===== src/hdl/battery_discharge_poweroff_monitor_top_defines.svh =====
// Assertion macros shared by the battery monitor RTL.
// No dependencies; expects clk and rst_n in the including module's scope.
`ifndef BATTERY_DISCHARGE_POWEROFF_MONITOR_TOP_DEFINES_SVH
`define BATTERY_DISCHARGE_POWEROFF_MONITOR_TOP_DEFINES_SVH

// same-cycle implication
`define BDPM_ASSERT_NOW(lbl, ante, cons, msg) \
  lbl: assert property (@(posedge clk) disable iff (!rst_n) (ante) |-> (cons)) \
    else $error(msg);

// next-cycle implication
`define BDPM_ASSERT_NEXT(lbl, ante, cons, msg) \
  lbl: assert property (@(posedge clk) disable iff (!rst_n) (ante) |=> (cons)) \
    else $error(msg);

`endif


===== src/hdl/bdpm_pkg.sv =====
// Shared types and constants for the battery discharge power-off monitor.
// No dependencies.
`timescale 1ns / 1ps

package bdpm_pkg;

  localparam int HISTORY_DEPTH_DEF = 20;

  localparam int MV_W      = 13;
  localparam int SOC_W     = 15;
  localparam int CUR_W     = 16;
  localparam int HEALTH_W  = 2;
  localparam int VWORD_W   = 16;
  localparam int SWORD_W   = 16;
  localparam int TREND_W   = 6;
  localparam int SCORE_EXT_W = 8;

  localparam int LOW_I_W    = 15;
  localparam int CFG_ADDR_W = 2;
  localparam int CFG_DATA_W = 15;

  localparam int IN_TDATA_W  = 56;
  localparam int OUT_TDATA_W = 56;

  localparam logic [MV_W-1:0]    LOW_V_RST = 13'd3400;
  localparam logic [LOW_I_W-1:0] LOW_I_RST = 15'd1000;
  localparam logic [SOC_W-1:0]   SOC_ONE_PCT = 15'd100;

  typedef enum logic [CFG_ADDR_W-1:0] {
    CFG_LOW_V     = 2'd0,
    CFG_LOW_I     = 2'd1,
    CFG_MODEL_SOC = 2'd2,
    CFG_OFFMODE   = 2'd3
  } cfg_idx_t;

  typedef enum logic [HEALTH_W-1:0] {
    HEALTH_OTHER    = 2'd0,
    HEALTH_OVERHEAT = 2'd1,
    HEALTH_COLD     = 2'd2,
    HEALTH_RSVD     = 2'd3
  } health_t;

  // history store control
  typedef struct packed {
    logic we;
    logic clr_all;
  } hist_ctrl_t;

  // compare unit control
  typedef struct packed {
    logic clr;
    logic en;
  } cmp_ctrl_t;

  // ((w >> 4) * 1250) / 1000 == ((w >> 4) * 5) >> 2
  function automatic logic [MV_W-1:0] vword_to_mv(input logic [VWORD_W-1:0] w);
    logic [14:0] prod;
    prod = 15'(w[15:4]) * 15'd5;
    return prod[14:2];
  endfunction

  // model: w * 1953125 / 10000000 == (w * 25) >> 7
  // byte : hi * 100 + (lo * 100) >> 8
  function automatic logic [SOC_W-1:0] sword_to_soc(input logic [SWORD_W-1:0] w,
                                                    input logic model);
    logic [20:0] mprod;
    logic [14:0] hprod;
    logic [14:0] lprod;
    mprod = 21'(w) * 21'd25;
    hprod = 15'(w[15:8]) * 15'd100;
    lprod = 15'(w[7:0]) * 15'd100;
    if (model) begin
      return SOC_W'(mprod[20:7]);
    end
    return hprod + 15'(lprod[14:8]);
  endfunction

endpackage


===== src/hdl/bdpm_hist.sv =====
// Voltage history ring storage with per-entry valid bits.
// Depends on bdpm_pkg. Invalid entries read as zero.
`timescale 1ns / 1ps

module bdpm_hist #(
  parameter int DEPTH = bdpm_pkg::HISTORY_DEPTH_DEF
) (
  input  logic                         clk,
  input  logic                         rst_n,
  input  bdpm_pkg::hist_ctrl_t         ctrl,
  input  logic [$clog2(DEPTH)-1:0]     wr_addr,
  input  logic [bdpm_pkg::MV_W-1:0]    wr_data,
  input  logic [$clog2(DEPTH)-1:0]     rd_addr,
  output logic [bdpm_pkg::MV_W-1:0]    rd_data
);
  import bdpm_pkg::*;

  logic [MV_W-1:0] mem [DEPTH];
  logic [DEPTH-1:0] valid_r;
  logic [MV_W-1:0] rd_data_r;
  logic rd_vld_r;

  always_ff @(posedge clk) begin
    if (ctrl.we) begin
      mem[wr_addr] <= wr_data;
    end
    rd_data_r <= mem[rd_addr];
  end

  always_ff @(posedge clk) begin
    if (!rst_n) begin
      valid_r  <= '0;
      rd_vld_r <= 1'b0;
    end else begin
      if (ctrl.clr_all) begin
        valid_r <= '0;
      end else if (ctrl.we) begin
        valid_r[wr_addr] <= 1'b1;
      end
      rd_vld_r <= valid_r[rd_addr] & ~ctrl.clr_all;
    end
  end

  assign rd_data = rd_vld_r ? rd_data_r : '0;

endmodule


===== src/hdl/bdpm_cmp.sv =====
// Shared compare/accumulate unit for the trend score.
// Depends on bdpm_pkg. One history entry per enabled cycle.
`timescale 1ns / 1ps

module bdpm_cmp #(
  parameter int DEPTH = bdpm_pkg::HISTORY_DEPTH_DEF
) (
  input  logic                              clk,
  input  logic                              rst_n,
  input  bdpm_pkg::cmp_ctrl_t               ctrl,
  input  logic [bdpm_pkg::MV_W-1:0]         oldest,
  input  logic [bdpm_pkg::MV_W-1:0]         entry,
  output logic signed [$clog2(DEPTH):0]     score
);
  import bdpm_pkg::*;

  localparam int SCORE_W = $clog2(DEPTH) + 1;

  logic signed [SCORE_W-1:0] acc_r;
  logic signed [SCORE_W-1:0] acc_nxt;
  logic signed [SCORE_W-1:0] step;

  // oldest above entry counts down, otherwise up
  assign step = (oldest > entry) ? -SCORE_W'(1) : SCORE_W'(1);

  always_comb begin
    acc_nxt = acc_r;
    if (ctrl.clr) begin
      acc_nxt = '0;
    end else if (ctrl.en) begin
      acc_nxt = acc_r + step;
    end
  end

  always_ff @(posedge clk) begin
    if (!rst_n) begin
      acc_r <= '0;
    end else begin
      acc_r <= acc_nxt;
    end
  end

  assign score = acc_r;

endmodule


===== src/hdl/battery_discharge_poweroff_monitor_top.sv =====
// Battery discharge power-off monitor, top level with sequencer and config.
// Depends on bdpm_pkg, bdpm_hist, bdpm_cmp and the defines header.
//
//  channel | dir | handshake          | content
//  in_     | in  | tvalid/tready      | tdata: sample fields, tuser: mode
//  out_    | out | tvalid/tready      | tdata: result fields
//  cfg_    | in  | we (no wait)       | addr/wdata register write
//
// A sample transaction keeps in_tready low through S_WRITE, S_RD_OLD, S_LD_OLD,
// S_WALK, S_DRAIN and S_FINAL, which also waits for a free output register:
// the single comparator walks every history entry, one per cycle, after the
// write and the read of the oldest slot. A clear transaction leaves in_tready high.
// Reset clears the history valid bits at once; no clearing pass.
// The output register lets one result wait while the next sample is worked;
// a sample finishing with the result still unread waits for out_tready.
`timescale 1ns / 1ps
`include "battery_discharge_poweroff_monitor_top_defines.svh"

module battery_discharge_poweroff_monitor_top #(
  parameter int HISTORY_DEPTH = bdpm_pkg::HISTORY_DEPTH_DEF
) (
  input  logic                                 clk,
  input  logic                                 rst_n,
  input  logic                                 in_tvalid,
  output logic                                 in_tready,
  // [15:0] vcell_word, [31:16] soc_word, [47:32] charger_current_ma,
  // [49:48] health_code, [55:50] zero
  input  logic [bdpm_pkg::IN_TDATA_W-1:0]      in_tdata,
  // [0] mode
  input  logic                                 in_tuser,
  output logic                                 out_tvalid,
  input  logic                                 out_tready,
  // [12:0] cell_mv, [27:13] charge_hundredths, [33:28] trend_score,
  // [34] power_off, [50:35] average_current_ma, [55:51] zero
  output logic [bdpm_pkg::OUT_TDATA_W-1:0]     out_tdata,
  input  logic                                 cfg_we,
  input  logic [bdpm_pkg::CFG_ADDR_W-1:0]      cfg_addr,
  input  logic [bdpm_pkg::CFG_DATA_W-1:0]      cfg_wdata
);
  import bdpm_pkg::*;

  localparam int SLOT_W  = $clog2(HISTORY_DEPTH);
  localparam int SCORE_W = $clog2(HISTORY_DEPTH) + 1;
  localparam logic [SLOT_W-1:0] LAST_SLOT = SLOT_W'(HISTORY_DEPTH - 1);

  typedef enum logic [6:0] {
    S_IDLE   = 7'b0000001,
    S_WRITE  = 7'b0000010,
    S_RD_OLD = 7'b0000100,
    S_LD_OLD = 7'b0001000,
    S_WALK   = 7'b0010000,
    S_DRAIN  = 7'b0100000,
    S_FINAL  = 7'b1000000
  } state_t;

  state_t state_r, state_nxt;

  // config
  logic [MV_W-1:0]    low_v_r;
  logic [LOW_I_W-1:0] low_i_r;
  logic               model_soc_r;
  logic               offmode_r;

  // captured sample
  logic [MV_W-1:0]     mv_r;
  logic [SOC_W-1:0]    soc_r;
  logic [CUR_W-1:0]    cur_r;
  logic [HEALTH_W-1:0] health_r;
  logic [MV_W-1:0]     oldest_r;

  logic [SLOT_W-1:0] slot_r, slot_nxt;
  logic [SLOT_W-1:0] walk_r, walk_nxt;
  logic              pend_r;
  logic [SLOT_W-1:0] pend_idx_r;

  logic                out_valid_r;
  logic [MV_W-1:0]     o_mv_r;
  logic [SOC_W-1:0]    o_soc_r;
  logic [TREND_W-1:0]  o_trend_r;
  logic                o_off_r;
  logic [CUR_W-1:0]    o_cur_r;

  hist_ctrl_t        hctrl;
  cmp_ctrl_t         cctrl;
  logic [SLOT_W-1:0] rd_addr;
  logic [MV_W-1:0]   rd_data;
  logic signed [SCORE_W-1:0] acc;

  logic in_acc, out_free, clr_acc, smp_acc, load_out;
  logic signed [SCORE_W-1:0]     score_fin;
  logic signed [SCORE_EXT_W-1:0] score_ext;
  logic chg_weak, off;

  assign in_tready = (state_r == S_IDLE);
  assign in_acc    = in_tvalid && in_tready;
  assign clr_acc   = in_acc && in_tuser;
  assign smp_acc   = in_acc && !in_tuser;
  assign out_free  = !out_valid_r || out_tready;
  assign load_out  = (state_r == S_FINAL) && out_free;

  // config writes
  always_ff @(posedge clk) begin
    if (!rst_n) begin
      low_v_r     <= LOW_V_RST;
      low_i_r     <= LOW_I_RST;
      model_soc_r <= 1'b0;
      offmode_r   <= 1'b0;
    end else if (cfg_we) begin
      case (cfg_addr)
        CFG_LOW_V:     low_v_r     <= cfg_wdata[MV_W-1:0];
        CFG_LOW_I:     low_i_r     <= cfg_wdata[LOW_I_W-1:0];
        CFG_MODEL_SOC: model_soc_r <= cfg_wdata[0];
        CFG_OFFMODE:   offmode_r   <= cfg_wdata[0];
        default: ;
      endcase
    end
  end

  // sequencer
  always_comb begin
    state_nxt = state_r;
    slot_nxt  = slot_r;
    walk_nxt  = walk_r;
    case (state_r)
      S_IDLE: begin
        if (clr_acc) begin
          slot_nxt = '0;
        end else if (smp_acc) begin
          state_nxt = S_WRITE;
        end
      end
      S_WRITE: begin
        slot_nxt  = (slot_r == LAST_SLOT) ? '0 : slot_r + SLOT_W'(1);
        state_nxt = S_RD_OLD;
      end
      S_RD_OLD: state_nxt = S_LD_OLD;
      S_LD_OLD: begin
        walk_nxt  = '0;
        state_nxt = S_WALK;
      end
      S_WALK: begin
        walk_nxt = walk_r + SLOT_W'(1);
        if (walk_r == LAST_SLOT) begin
          state_nxt = S_DRAIN;
        end
      end
      S_DRAIN: state_nxt = S_FINAL;
      S_FINAL: begin
        if (out_free) begin
          state_nxt = S_IDLE;
        end
      end
      default: state_nxt = S_IDLE;
    endcase
  end

  always_ff @(posedge clk) begin
    if (!rst_n) begin
      state_r <= S_IDLE;
      slot_r  <= '0;
      walk_r  <= '0;
      pend_r  <= 1'b0;
    end else begin
      state_r <= state_nxt;
      slot_r  <= slot_nxt;
      walk_r  <= walk_nxt;
      pend_r  <= (state_r == S_WALK);
    end
  end

  // payload capture
  always_ff @(posedge clk) begin
    if (smp_acc) begin
      mv_r     <= vword_to_mv(in_tdata[15:0]);
      soc_r    <= sword_to_soc(in_tdata[31:16], model_soc_r);
      cur_r    <= in_tdata[47:32];
      health_r <= in_tdata[49:48];
    end
    if (state_r == S_LD_OLD) begin
      oldest_r <= rd_data;
    end
    pend_idx_r <= walk_r;
  end

  assign hctrl.we      = (state_r == S_WRITE);
  assign hctrl.clr_all = clr_acc;
  assign rd_addr       = (state_r == S_WALK) ? walk_r : slot_r;

  // the oldest slot itself is skipped
  assign cctrl.clr = (state_r == S_LD_OLD);
  assign cctrl.en  = pend_r && (pend_idx_r != slot_r);

  bdpm_hist #(.DEPTH(HISTORY_DEPTH)) u_hist (
    .clk     (clk),
    .rst_n   (rst_n),
    .ctrl    (hctrl),
    .wr_addr (slot_r),
    .wr_data (mv_r),
    .rd_addr (rd_addr),
    .rd_data (rd_data)
  );

  bdpm_cmp #(.DEPTH(HISTORY_DEPTH)) u_cmp (
    .clk    (clk),
    .rst_n  (rst_n),
    .ctrl   (cctrl),
    .oldest (oldest_r),
    .entry  (rd_data),
    .score  (acc)
  );

  // decision
  assign score_fin = (oldest_r == '0) ? '0 : acc;
  assign score_ext = SCORE_EXT_W'(score_fin);
  assign chg_weak = ($signed(cur_r) < $signed({1'b0, low_i_r})) ||
                    (health_r == HEALTH_OVERHEAT) || (health_r == HEALTH_COLD);
  assign off  = !offmode_r && (soc_r < SOC_ONE_PCT) && (mv_r < low_v_r) &&
                score_fin[SCORE_W-1] && chg_weak;

  always_ff @(posedge clk) begin
    if (!rst_n) begin
      out_valid_r <= 1'b0;
    end else if (load_out) begin
      out_valid_r <= 1'b1;
    end else if (out_tready) begin
      out_valid_r <= 1'b0;
    end
  end

  always_ff @(posedge clk) begin
    if (load_out) begin
      o_mv_r    <= mv_r;
      o_soc_r   <= soc_r;
      o_trend_r <= score_ext[TREND_W-1:0];
      o_off_r   <= off;
      o_cur_r   <= off ? '1 : cur_r;
    end
  end

  assign out_tvalid = out_valid_r;
  assign out_tdata  = {5'b0, o_cur_r, o_off_r, o_trend_r, o_soc_r, o_mv_r};

  `BDPM_ASSERT_NEXT(a_clear_slot, clr_acc, slot_r == '0 && state_r == S_IDLE,
    "clear transaction did not reset write slot")
  `BDPM_ASSERT_NEXT(a_walk_end, state_r == S_WALK && walk_r == LAST_SLOT,
    state_r == S_DRAIN, "history walk overran")
  `BDPM_ASSERT_NOW(a_off_payload, out_tvalid && out_tdata[34],
    out_tdata[50:35] == '1 && out_tdata[12:0] < low_v_r,
    "power-off result with inconsistent payload")
  `BDPM_ASSERT_NOW(a_score_bound, state_r == S_FINAL,
    acc <= $signed(SCORE_W'(HISTORY_DEPTH - 1)) &&
    acc >= -$signed(SCORE_W'(HISTORY_DEPTH - 1)),
    "trend score outside entry count")

endmodule


===== config.mk =====
export PLATFORM = sky130hd
export DESIGN_NAME = battery_discharge_poweroff_monitor_top
export DESIGN_NICKNAME = d
export VERILOG_FILES = /design/src/hdl/bdpm_pkg.sv /design/src/hdl/bdpm_hist.sv /design/src/hdl/bdpm_cmp.sv /design/src/hdl/battery_discharge_poweroff_monitor_top.sv
export VERILOG_INCLUDE_DIRS = /design/src /design/src/hdl
export SDC_FILE = /design/constraint.sdc
export NUM_CORES = 1
export LEC_CHECK = 0
export BUFFER_PORTS_ARGS = -buffer_cell sky130_fd_sc_hd__buf_4
export CAP_MARGIN = 5
export CORE_AREA = 2 2 185 187
export DETAILED_ROUTE_END_ITERATION = 8
export DIE_AREA = 0 0 187 189
export PLACE_DENSITY_LB_ADDON = 0.2
export SYNTH_ARGS = -nofsm -noshare
export SYNTH_HDL_FRONTEND = slang
export SYNTH_HIERARCHICAL = 1
export SYNTH_SLANG_ARGS = --single-unit

===== constraint.sdc =====
create_clock -name clk -period 13.25 [get_ports clk]
set_clock_uncertainty 0.05 [all_clocks]
set_input_delay 2.65 -clock clk [delete_from_list [all_inputs] [get_ports clk]]
set_output_delay 2.65 -clock clk [all_outputs]
set_load 0.02 [all_outputs]

==> results of run 1 <==
[layout make-up]
cell class              instances  area [µm²]  share of cell area [%]
repair buffers                152        1140                    4.68
flip-flops and latches        464       13000                    53.1
well taps                     448         561                    2.29
multi-input cells             961        7870                    32.2
clock buffers                  65        1280                    5.24
clock inverters                19         134                   0.547
inverters                     127         477                    1.95
[flip-flops by register name, indices dropped and copies added, names as in the netlist, 15 cells and up]
register	count
u_hist/valid_r	20
soc_r	15
o_cur_r	16
o_soc_r	15
cur_r	16
u_hist/mem	260
low_i_r	15
[through the flow]
step                hold WS, ns  setup slack (ns)  power, mW
finish                    0.373              6.62       3.34
global route              0.374              6.33       3.47
CTS                       0.361              6.66       3.35
floorplan                 0.319              6.48       2.03
global placement          0.342              6.20       2.13
detailed placement        0.353              6.14       2.15
[layout by cell type, fill, tap and decap left out, types with 16 or more instances in the layout]
master,instances
dfxtp_1,94
clkbuf_16,46
edfxtp_1,370
inv_1,125
o21ai_0,30
a21oi_1,87
nand2b_1,16
buf_4,151
mux2i_1,58
o22ai_1,26
nand2_1,93
mux4_2,37
xnor2_1,32
a22oi_1,19
nor3_1,30
and2_1,21
ha_1,136
nor2_1,111
[worst paths after layout]
path | from | to | slack, ns | depth (start not counted)
worst max-delay path | in_tdata[19] | soc_r[14] | 6.62 | 17
worst min-delay path | walk_r[4] | pend_idx_r[4] | 0.37 | 0
worst max register to register | state_r[2] | u_hist/rd_data_r[2] | 8.85 | 10
worst min register to register | walk_r[4] | pend_idx_r[4] | 0.37 | 0
[worst max-delay path, delay by kind of cell]
family	cells	cell delay (ns)
AOI/OAI and AO/OA	6	1.37
xor gates and xnor gates	1	0.20
adders and majority gates	5	1.87
buffers and inverters	2	0.20
and+or+nand+nor	3	0.57
[power by group]
part / internal, mW / switching [mW]
registers: 1.63 / 0.0376
logic: 0.194 / 0.267
clock network: 0.696 / 0.521
total: 2.52 / 0.826
[kinds of logic after synthesis]
family / share of synthesized area, %
buf+inv: 3.85
flops: 60.0
simple gates: 8.80
xor+xnor: 1.86
mux: 7.92
fa+ha+maj: 9.16
compound gates: 8.36
other cells: 0.0173
[per-layer routing]
layer	part of all wire, %	routed length (µm)
met1	40	18800
met2	50	23400
met3	6.3	2930
met4	3.1	1420
met5	0	0
==> flow_metrics.tcl, run 1 <==
set metrics [dict create \
    grt_use_total_pct 26.2 \
    use_met3_pct 3.11 \
    holdCritPathClass "flop to flop" \
    drc_errors 0 \
    vdd_drop_max_mv 0.0968 \
    tns_ns 0 \
    clkTransAtPathRegs_ns 0.06 \
    rsz0062_at_grt "false" \
    die_h_um 189 \
    cts_buffers 45 \
    period_share_pct 50.0 \
    fin_util_pct 73.5 \
    ys.flop_type "edfxtp_1" \
    drive_above_1_share_pct 16.0 \
    fillers 2112 \
    htree_levels 2 \
    max_stage_delay_ns 0.47 \
    fmaxAchievable_ghz 0.151 \
    grt_max_degree 47 \
    ys_ff_latch 464 \
    critPathSlowestCell "fa_1" \
    holdBufCountCts 0 \
    netlist_top_cells_area "edfxtp_1, dfxtp_1, ha_1, mux4_2, mux2i_1" \
    max_slew_margin_pct 27.5 \
    critical_path.cell_chain "buf_4 > ha_1 > ha_1 > fa_1 > ha_1 > o21ai_0 > a22oi_1 > a21oi_1 > xnor2_1 > inv_1 > fa_1 > nand2b_1 > a21oi_1 > or2_2 > nand4_1 > o311a_1 > a21o_1" \
    syn2layout_area_growth_pct 13.0 \
    period_minus_slack_ns 6.63 \
    grt_overflow 0 \
    synth-seq-area-share_pct 60.0 \
    use_met1_pct 34.3 \
    worst-path-max-fanout 5 \
    power_density_mw_per_mm2 137 \
    finalHoldViolations 0 \
    die_area_mm2 0.0353 \
    synth_edf_count 370 \
    synth_async_sr_flop_share_pct 0 \
    busiest_layer "met2" \
    worst_pin_slew_ns 1.09 \
    place_inst 2150 \
    clock-sinks 464 \
    drt_iter0_drc 1165 \
    post_dp_cell_area_mm2 0.0230 \
    nets 1980 \
    synthTopCellsByCount "edfxtp_1, ha_1, inv_1, nor2_1, nand2_1" \
    power.static_leakage_nw 9.05 \
    core_mm2 0.0333 \
    cts.repair.resized 0 \
    synth.top_cell.area_share_pct 51.3 \
    first_pass_iters 6 \
    ys_types 82 \
    vias_per_cell 6.06 \
    cts_setup_buffers 0 \
    crit_required_ns 13.50 \
    status "complete, no violations" \
    crit_path_start_kind "input port" \
    row_count 67 \
    endpoint_kind "flop" \
    yosysMostFrequentCell "edfxtp_1" \
    yosysTopAreaCell "edfxtp_1" \
    final-setup-viol-count 0 \
    drt-wirelength-per-cell_um 20.8 \
    dpl.hpwl_um 30200 \
    final_max_slew_viol_count 0 \
    routed_wl_um 46600 \
    io_pins 137 \
    design_area_mm2 0.0245 \
    grt_antenna_before_repair 0 \
    cpMostUsedCell "ha_1" \
    antennaDiodeCount 0 \
    routabilityCongestion 0.940 \
    synthesis.area_mm2 0.0216 \
    fin_cells 2236 \
    grt_pass1_vias 13488 \
    use_met2_pct 45.8 \
    cts_tree "built" \
    die_width_um 187 \
    start_util_pct 65.0 \
    synth-warning-count 6 \
    avgSynthCellArea_um2 13.4 \
    postSynthCellCount 1611 \
    vias 13547 \
    io_buffer_count 121 \
    root_buffer "clkbuf_16" \
    ant_nets 0 \
    insertion_delay_ns 0.55 \
    grt_pass1_wl_um 72100 \
    cp_data_arrival_time_ns 6.88 \
    crit_type "input port to flop" \
    cts_max_path_buffers 3 \
    drv_cap 0 \
]
Note: power is estimated with default switching activity, not from simulation.
==> run 2, diff against run 1 <==
CORE_AREA = 2 2 192 194   (was 2 2 185 187)
DIE_AREA = 0 0 194 196   (was 0 0 187 189)
clock period = 6.75 ns   (was 13.25 ns; I/O delays follow)
==> run 2 against run 1 <==
- first-iteration DRC count fell by 24%
- power rose by 100%
- core utilization shrank 5.2 points
- clock power is 120% higher
- critical path depth unchanged
- worst hold slack worse by 0.023 ns
- setup slack worse by 5.2 ns
- largest power group unchanged
==> flow_metrics.tcl, run 2 (synthesized netlist as in run 1, its figures left out) <==
set metrics [dict create \
    tns_ns 0 \
    critPathSlowestCell "fa_1" \
    syn2layout_area_growth_pct 13.9 \
    routed_wl_um 45600 \
    post_dp_cell_area_mm2 0.0230 \
    min-delay-start "walk_r[4]" \
    final_max_slew_viol_count 0 \
    clock-sinks 464 \
    die_h_um 196 \
    antennaDiodeCount 0 \
    cts_setup_buffers 0 \
    routabilityCongestion 0.894 \
    cts_tree "built" \
    critical_path.cell_chain "buf_4 > ha_1 > ha_1 > fa_1 > ha_1 > o21ai_0 > a22oi_1 > a21oi_1 > xnor2_1 > inv_1 > fa_1 > nand2b_1 > a21oi_1 > or2_2 > nand4_1 > o311a_1 > a21o_1" \
    vias_per_cell 5.89 \
    drc_errors 0 \
    drive_above_1_share_pct 16.4 \
    core_mm2 0.0361 \
    grt_pass1_wl_um 71300 \
    rr_worst_depth 10 \
    die_area_mm2 0.0380 \
    die_width_um 194 \
    path_buf_inv 2 \
    period_minus_slack_ns 5.31 \
    cts_buffers 47 \
    holdBufCountCts 0 \
    power_density_mw_per_mm2 277 \
    cpMostUsedCell "ha_1" \
    path_depth 17 \
    drt-wirelength-per-cell_um 20.2 \
    vdd_drop_max_mv 0.234 \
    final_common_cell "edfxtp_1" \
    vias 13285 \
    grt_use_total_pct 24.1 \
    power.static_leakage_nw 9.13 \
    drt_iter0_drc 888 \
    finalHoldViolations 0 \
    wl_met2_um 23100 \
    first_pass_iters 5 \
    min_path_cells 0 \
    start_util_pct 60.0 \
    grt_max_degree 57 \
    top_register "u_hist/mem" \
    fmaxAchievable_ghz 0.188 \
    layout_common_cells "edfxtp_1, buf_4, ha_1, inv_1, nor2_1" \
    holdCritPathClass "flop to flop" \
    grt_antenna_before_repair 0 \
    max_stage_delay_ns 0.47 \
    critical_path.top_delay_family "adder cells" \
    max_slew_margin_pct 13.6 \
    nets 1979 \
    grt_pass1_vias 13388 \
    insertion_delay_ns 0.57 \
    reg.largest.list "u_hist/mem: 260 flops, u_hist/valid_r: 20 flops" \
    ant_nets 0 \
    row_count 70 \
    dpl.hpwl_um 30200 \
    endpoint_kind "flop" \
    worst_pin_slew_ns 1.29 \
    io_buffer_count 121 \
    cts.repair.resized 0 \
    design_area_mm2 0.0247 \
    clkTransAtPathRegs_ns 0.06 \
    crit_required_ns 7.01 \
    cp_data_arrival_time_ns 5.57 \
    wl_met1_um 18500 \
    final-setup-viol-count 0 \
    htree_levels 2 \
    fin_util_pct 68.3 \
    crit_path_start_kind "input port" \
    crit_type "input port to flop" \
    root_buffer "clkbuf_16" \
    grt_overflow 0 \
    topRoutingLayerUsed "met4" \
    drv_cap 0 \
    io_pins 137 \
    largest_reg_flops 260 \
    period_share_pct 78.6 \
    r2r_start "state_r[2]" \
    worst-path-max-fanout 5 \
    cts_max_path_buffers 3 \
    rsz0062_at_grt "false" \
    status "complete, no violations" \
    wl_met3_um 2840 \
    crit_path_start "in_tdata[19]" \
]
run 2: cell types whose count changed in the layout (fill, tap and decap cells not counted), moves of 2 or more:
cell	before	now
buf_4	151	149
clkbuf_1	13	7
clkinv_2	8	10
clkinv_4	0	3
bufinv_16	1	5
clkbuf_16	46	50
run 2: worst reg2reg max path, delay by kind of cell (launching register included):
kind / cells / cell delay [ns]
buffers and inverters: 1 / 0.61
AOI/OAI and AO/OA: 2 / 0.22
DFF: 1 / 0.34
and+or+nand+nor: 7 / 2.95
run 2: report_power, final:
part           internal [mW]  switching, mW
sequential              3.20         0.0846
clock                   1.60           1.06
combinational          0.378          0.506
run 2: path summary, 6_finish.rpt:
path	slack, ns	end
worst max-delay path	1.44	soc_r[14]
worst min-delay path	0.35	pend_idx_r[4]
worst min register to register	0.35	pend_idx_r[4]
worst max register to register	2.43	u_hist/rd_data_r[5]
run 2: metal layers:
layer,track usage [%],vias to the layer above
met5,0,-
met1,30.1,6547
met4,8.11,0
li1,-,6307
met3,4.66,72
met2,42.4,359
run 2: final cells by class:
class	count	area (µm²)
Clock buffer	62	1350
Fill cell	2498	11400
Clock inverter	25	258
Timing Repair Buffer	149	1120
Sequential cell	464	13000
Tap cell	468	586
Multi-Input combinational cell	961	7880
Inverter	127	477
run 2: stage by stage:
step / power (mW) / setup WS, ns / hold slack, ns / std cells
after floorplan: 3.98 / 1.28 / 0.319 / 1615
final: 6.83 / 1.44 / 0.350 / 2256
after detailed placement: 4.22 / 0.883 / 0.338 / 2169
after CTS: 6.87 / 1.46 / 0.351 / 2256
after global placement: 4.19 / 1.01 / 0.337 / 2169
after global routing: 7.09 / 1.14 / 0.361 / 2256
